==> src/rtl/srlbc_pkg.sv <==
// Shared types and constants for the servo rate limit / biquad / clamp block.
// Holds register widths, register indexes, reset values and the config struct.
// No dependencies.
package srlbc_pkg;

	localparam int COEF_W     = 16;
	localparam int LIM_W      = 15;
	localparam int CFG_IDX_W  = 3;
	localparam int CFG_DATA_W = 16;

	localparam logic [CFG_IDX_W-1:0] REG_COEF_IN0    = 3'd0;
	localparam logic [CFG_IDX_W-1:0] REG_COEF_IN1    = 3'd1;
	localparam logic [CFG_IDX_W-1:0] REG_COEF_IN2    = 3'd2;
	localparam logic [CFG_IDX_W-1:0] REG_COEF_OUT1   = 3'd3;
	localparam logic [CFG_IDX_W-1:0] REG_COEF_OUT2   = 3'd4;
	localparam logic [CFG_IDX_W-1:0] REG_ANGLE_LIMIT = 3'd5;
	localparam logic [CFG_IDX_W-1:0] REG_RATE_STEP   = 3'd6;

	typedef struct packed {
		logic signed [COEF_W-1:0] coef_in0;
		logic signed [COEF_W-1:0] coef_in1;
		logic signed [COEF_W-1:0] coef_in2;
		logic signed [COEF_W-1:0] coef_out1;
		logic signed [COEF_W-1:0] coef_out2;
		logic        [LIM_W-1:0]  angle_limit;
		logic        [LIM_W-1:0]  rate_step;
	} cfg_t;

	localparam cfg_t CFG_RESET = '{
		coef_in0:    16'sd2844,
		coef_in1:    16'sd5687,
		coef_in2:    16'sd2844,
		coef_out1:   16'sd8720,
		coef_out2:   16'sd3711,
		angle_limit: 15'd11520,
		rate_step:   15'd512
	};

endpackage

==> src/rtl/srlbc_cfg.sv <==
// Configuration register file: coefficients, angle limit and rate step.
// Depends on srlbc_pkg.
module srlbc_cfg (
	input  logic                             clk,
	input  logic                             arst_n,
	input  logic                             cfg_wen,
	input  logic [srlbc_pkg::CFG_IDX_W-1:0]  cfg_idx,
	input  logic [srlbc_pkg::CFG_DATA_W-1:0] cfg_wdata,
	output srlbc_pkg::cfg_t                  cfg
);

	srlbc_pkg::cfg_t cfg_q;

	always_ff @(posedge clk or negedge arst_n) begin
		if (!arst_n) begin
			cfg_q <= srlbc_pkg::CFG_RESET;
		end else if (cfg_wen) begin
			case (cfg_idx)
				srlbc_pkg::REG_COEF_IN0:    cfg_q.coef_in0    <= cfg_wdata[srlbc_pkg::COEF_W-1:0];
				srlbc_pkg::REG_COEF_IN1:    cfg_q.coef_in1    <= cfg_wdata[srlbc_pkg::COEF_W-1:0];
				srlbc_pkg::REG_COEF_IN2:    cfg_q.coef_in2    <= cfg_wdata[srlbc_pkg::COEF_W-1:0];
				srlbc_pkg::REG_COEF_OUT1:   cfg_q.coef_out1   <= cfg_wdata[srlbc_pkg::COEF_W-1:0];
				srlbc_pkg::REG_COEF_OUT2:   cfg_q.coef_out2   <= cfg_wdata[srlbc_pkg::COEF_W-1:0];
				srlbc_pkg::REG_ANGLE_LIMIT: cfg_q.angle_limit <= cfg_wdata[srlbc_pkg::LIM_W-1:0];
				srlbc_pkg::REG_RATE_STEP:   cfg_q.rate_step   <= cfg_wdata[srlbc_pkg::LIM_W-1:0];
				default: ;
			endcase
		end
	end

	assign cfg = cfg_q;

endmodule

==> config.mk <==
export PLATFORM = sky130hd
export DESIGN_NAME = srlbc_cfg
export DESIGN_NICKNAME = d
export VERILOG_FILES = /design/src/rtl/srlbc_pkg.sv /design/src/rtl/srlbc_cfg.sv
export SDC_FILE = /design/constraint.sdc
export NUM_CORES = 1
export LEC_CHECK = 0
export ABC_AREA = 0
export BUFFER_PORTS_ARGS = -buffer_cell sky130_fd_sc_hd__buf_2
export CAP_MARGIN = 20
export CORE_MARGIN = 2
export CORE_UTILIZATION = 50
export DETAILED_ROUTE_END_ITERATION = 7
export PLACE_DENSITY = 0.87
export SYNTH_ARGS = -nofsm -noshare
export SYNTH_HDL_FRONTEND = slang
export SYNTH_SLANG_ARGS = --single-unit
export TNS_END_PERCENT = 30
==> constraint.sdc <==
create_clock -name clk -period 1.6 [get_ports clk]
set_clock_uncertainty 0.1 [all_clocks]
set_input_delay 0.16 -clock clk [delete_from_list [all_inputs] [get_ports clk]]
set_output_delay 0.16 -clock clk [all_outputs]
set_load 0.1 [all_outputs]
==> flow_summary_export.csv <==
group,metric,value,unit
placement,place.gp.congestion,0.773,
global_route,grt_usage,20.8,%
yosys,synth_top_family_by_area,"multiplexers",
route,wirelength,9290,um
die,ios,132,
setup_path,slowest_stage,"dfstp_2",
cts,clock-sinks,110,
yosys,synth_fa_ha_area_share,0,%
setup_path,crit_chain,"buf_2",
setup_path,crit_path_max_fanout,2,
min_path,min_path_type,"in2reg",
timing,slew-limit-headroom,66.6,%
setup_path,worst_setup_path_start_kind,"register",
layout,n_antenna_cell,0,
timing,min_period,1560,ps
route,via_per_inst,5.18,
yosys,synth-compound-area-share,0,%
die,dieArea,0.00931,sq mm
yosys,synth.area.mux_share,29.8,%
yosys,synth-seq-cells,110,
timing,max_freq,0.639,GHz
status,status,"finished clean",
route,dr_wl_met2,4700,um
timing,grt_setup_unrepaired,"false",
route,drt_first_iter_violations,46,
yosys,synth_top_area_cell,"dfrtp_1",
route,top_layer_used,"met4",
route,post_drt_wl_per_cell,18.7,um
die,die_x,96.5,um
cts,cts.path.max_buffers,2,
route,first_pass_iters,6,
yosys,yosys.area.top_type_share,42.1,%
layout,nNetsFinal,409,
timing,setup_viol,0,
global_route,grt_antenna_before_repair,0,
die,start_util,51.8,%
yosys,synth_cell_type_count,11,
timing,setup_ws,35.8,ps
die,num_rows,33,
yosys,synthCells,241,
yosys,seq_area_frac_synth,65.4,%
timing,worst_hold_slack,26.5,ps
layout,drive_gt1_share,80.6,%
timing,worst_pin_slew,505,ps
global_route,grt_pass1_vias,2606,
die,core-area,0.00826,sq mm
setup_path,slowest_delay,540,ps
cts,cts_buffers,9,
flow_run,maxCapViolations,0,
setup_path,path_buf_inv,1,
route,vias,2576,
cts,clkLatencyLatePin,350,ps
placement,numPortBuffers,131,
global_route,grt_pass1_wl,14400,um
yosys,synthTopCellsByArea,"dfrtp_1 42%, mux2_2 26%, dfstp_2 23%",
global_route,grt_max_degree,38,
route,routedLengthMet1,3950,um
cts,cts_root_buffer,"clkbuf_8",
route,wl_met3,591,um
yosys,avgSynthCellArea,17.8,sq um
cts,htreeDepth,3,
yosys,netlist_area,0.00428,sq mm
setup_path,critical_path_arrival,1300,ps
setup_path,timing_worst_setup_path_type,"reg2out",
layout,largest_register_ff_count,110,
global_route,grt_overflow_total,0,
yosys,yosys_warnings,0,
timing,finalMaxSlewViolations,0,
setup_path,critPathTopFamily,"flip-flops",
timing,tns,0,ps
route,postRouteAntennaNets,0,
yosys,synth_fp_nets,263,
yosys,synth-simple-area-share,2.31,%
setup_path,end_kind,"output port",
timing,finalHoldViolCount,0,
cts,clk_pin_slew,110,ps
layout,fillers,602,
timing,min_period_over_period,97.8,%
route,drc,0,
die,die_h,96.5,um
layout,post-route-util,66.4,%
setup_path,required,1340,ps
placement,pre_cts_slack,114,ps
placement,dp_hpwl,6810,um
cts,cts_tree,"built",
yosys,synth-xor-area-share,0,%
layout,area_growth,28.2,%
==> layout make-up <==
cell class	count	area, sq um	share of cell area [%]
Timing Repair Buffer	149	943	17.2
Multi-Input combinational cell	117	1420	25.9
Clock buffer	10	138	2.51
Clock inverter	6	51.3	0.935
Sequential cell	110	2800	51.1
Tap cell	105	131	2.40
==> worst paths after layout <==
check                                  start  slack [ps]       end  depth (start not counted)
worst min-delay path            cfg_wdata[2]          30    cfg[2]                          2
max in group asynchronous             arst_n         620   cfg[34]                          3
worst min register to register       cfg[52]         410   cfg[52]                          1
worst max register to register      cfg[106]         710  cfg[106]                          1
min in group asynchronous             arst_n         180  cfg[104]                          2
worst max-delay path                 cfg[23]          40   cfg[23]                          1
==> layer usage <==
metal | GRT usage, % | vias up
li1 | - | 1155
met4 | 5.63 | 0
met1 | 27.8 | 1335
met5 | 0 | -
met3 | 4.42 | 2
met2 | 34.8 | 84
==> cells by family after synthesis <==
family,count (synthesis)
muxes,110
buffers and inverters,14
DFF,110
and+or+nand+nor,7
==> placed cells by master, fill, tap and decap left out, drive strengths merged <==
cell         count
buf            124
mux2           110
nor4b            1
clkinvlp         1
clkinv           2
inv              3
nor4bb           3
nand4b           3
clkbuf          32
dfrtp           72
dfstp           38
dlygate4sd3      3
==> repair_timing <==
action / in CTS / in global routing
endpoints found under the setup margin: 15 / 22
gates resized for setup: 15 / 22
endpoints found under the hold margin: 51 / 0
buffers inserted: 0 / 0
hold buffers: 3 / 0
==> synth_stat cells <==
master and n:
buf_4 1, buf_2 8, mux2_2 99, mux2_4 10
buf_6 5, nand4b_2 3, dfstp_2 38, nor4b_4 1
dfrtp_1 72, mux2_1 1, nor4bb_1 3
==> stage by stage <==
stage / cell area, sq um / instances
5_1_grt: 5480 / 497
3_5_place_dp: 5170 / 478
2_1_floorplan: 4280 / 241
3_3_place_gp: 5170 / 478
6_report: 5480 / 497
4_1_cts: 5430 / 497
Power is not shown: default switching activity piles up to over one toggle a cycle in this logic, so the estimate is an artifact.
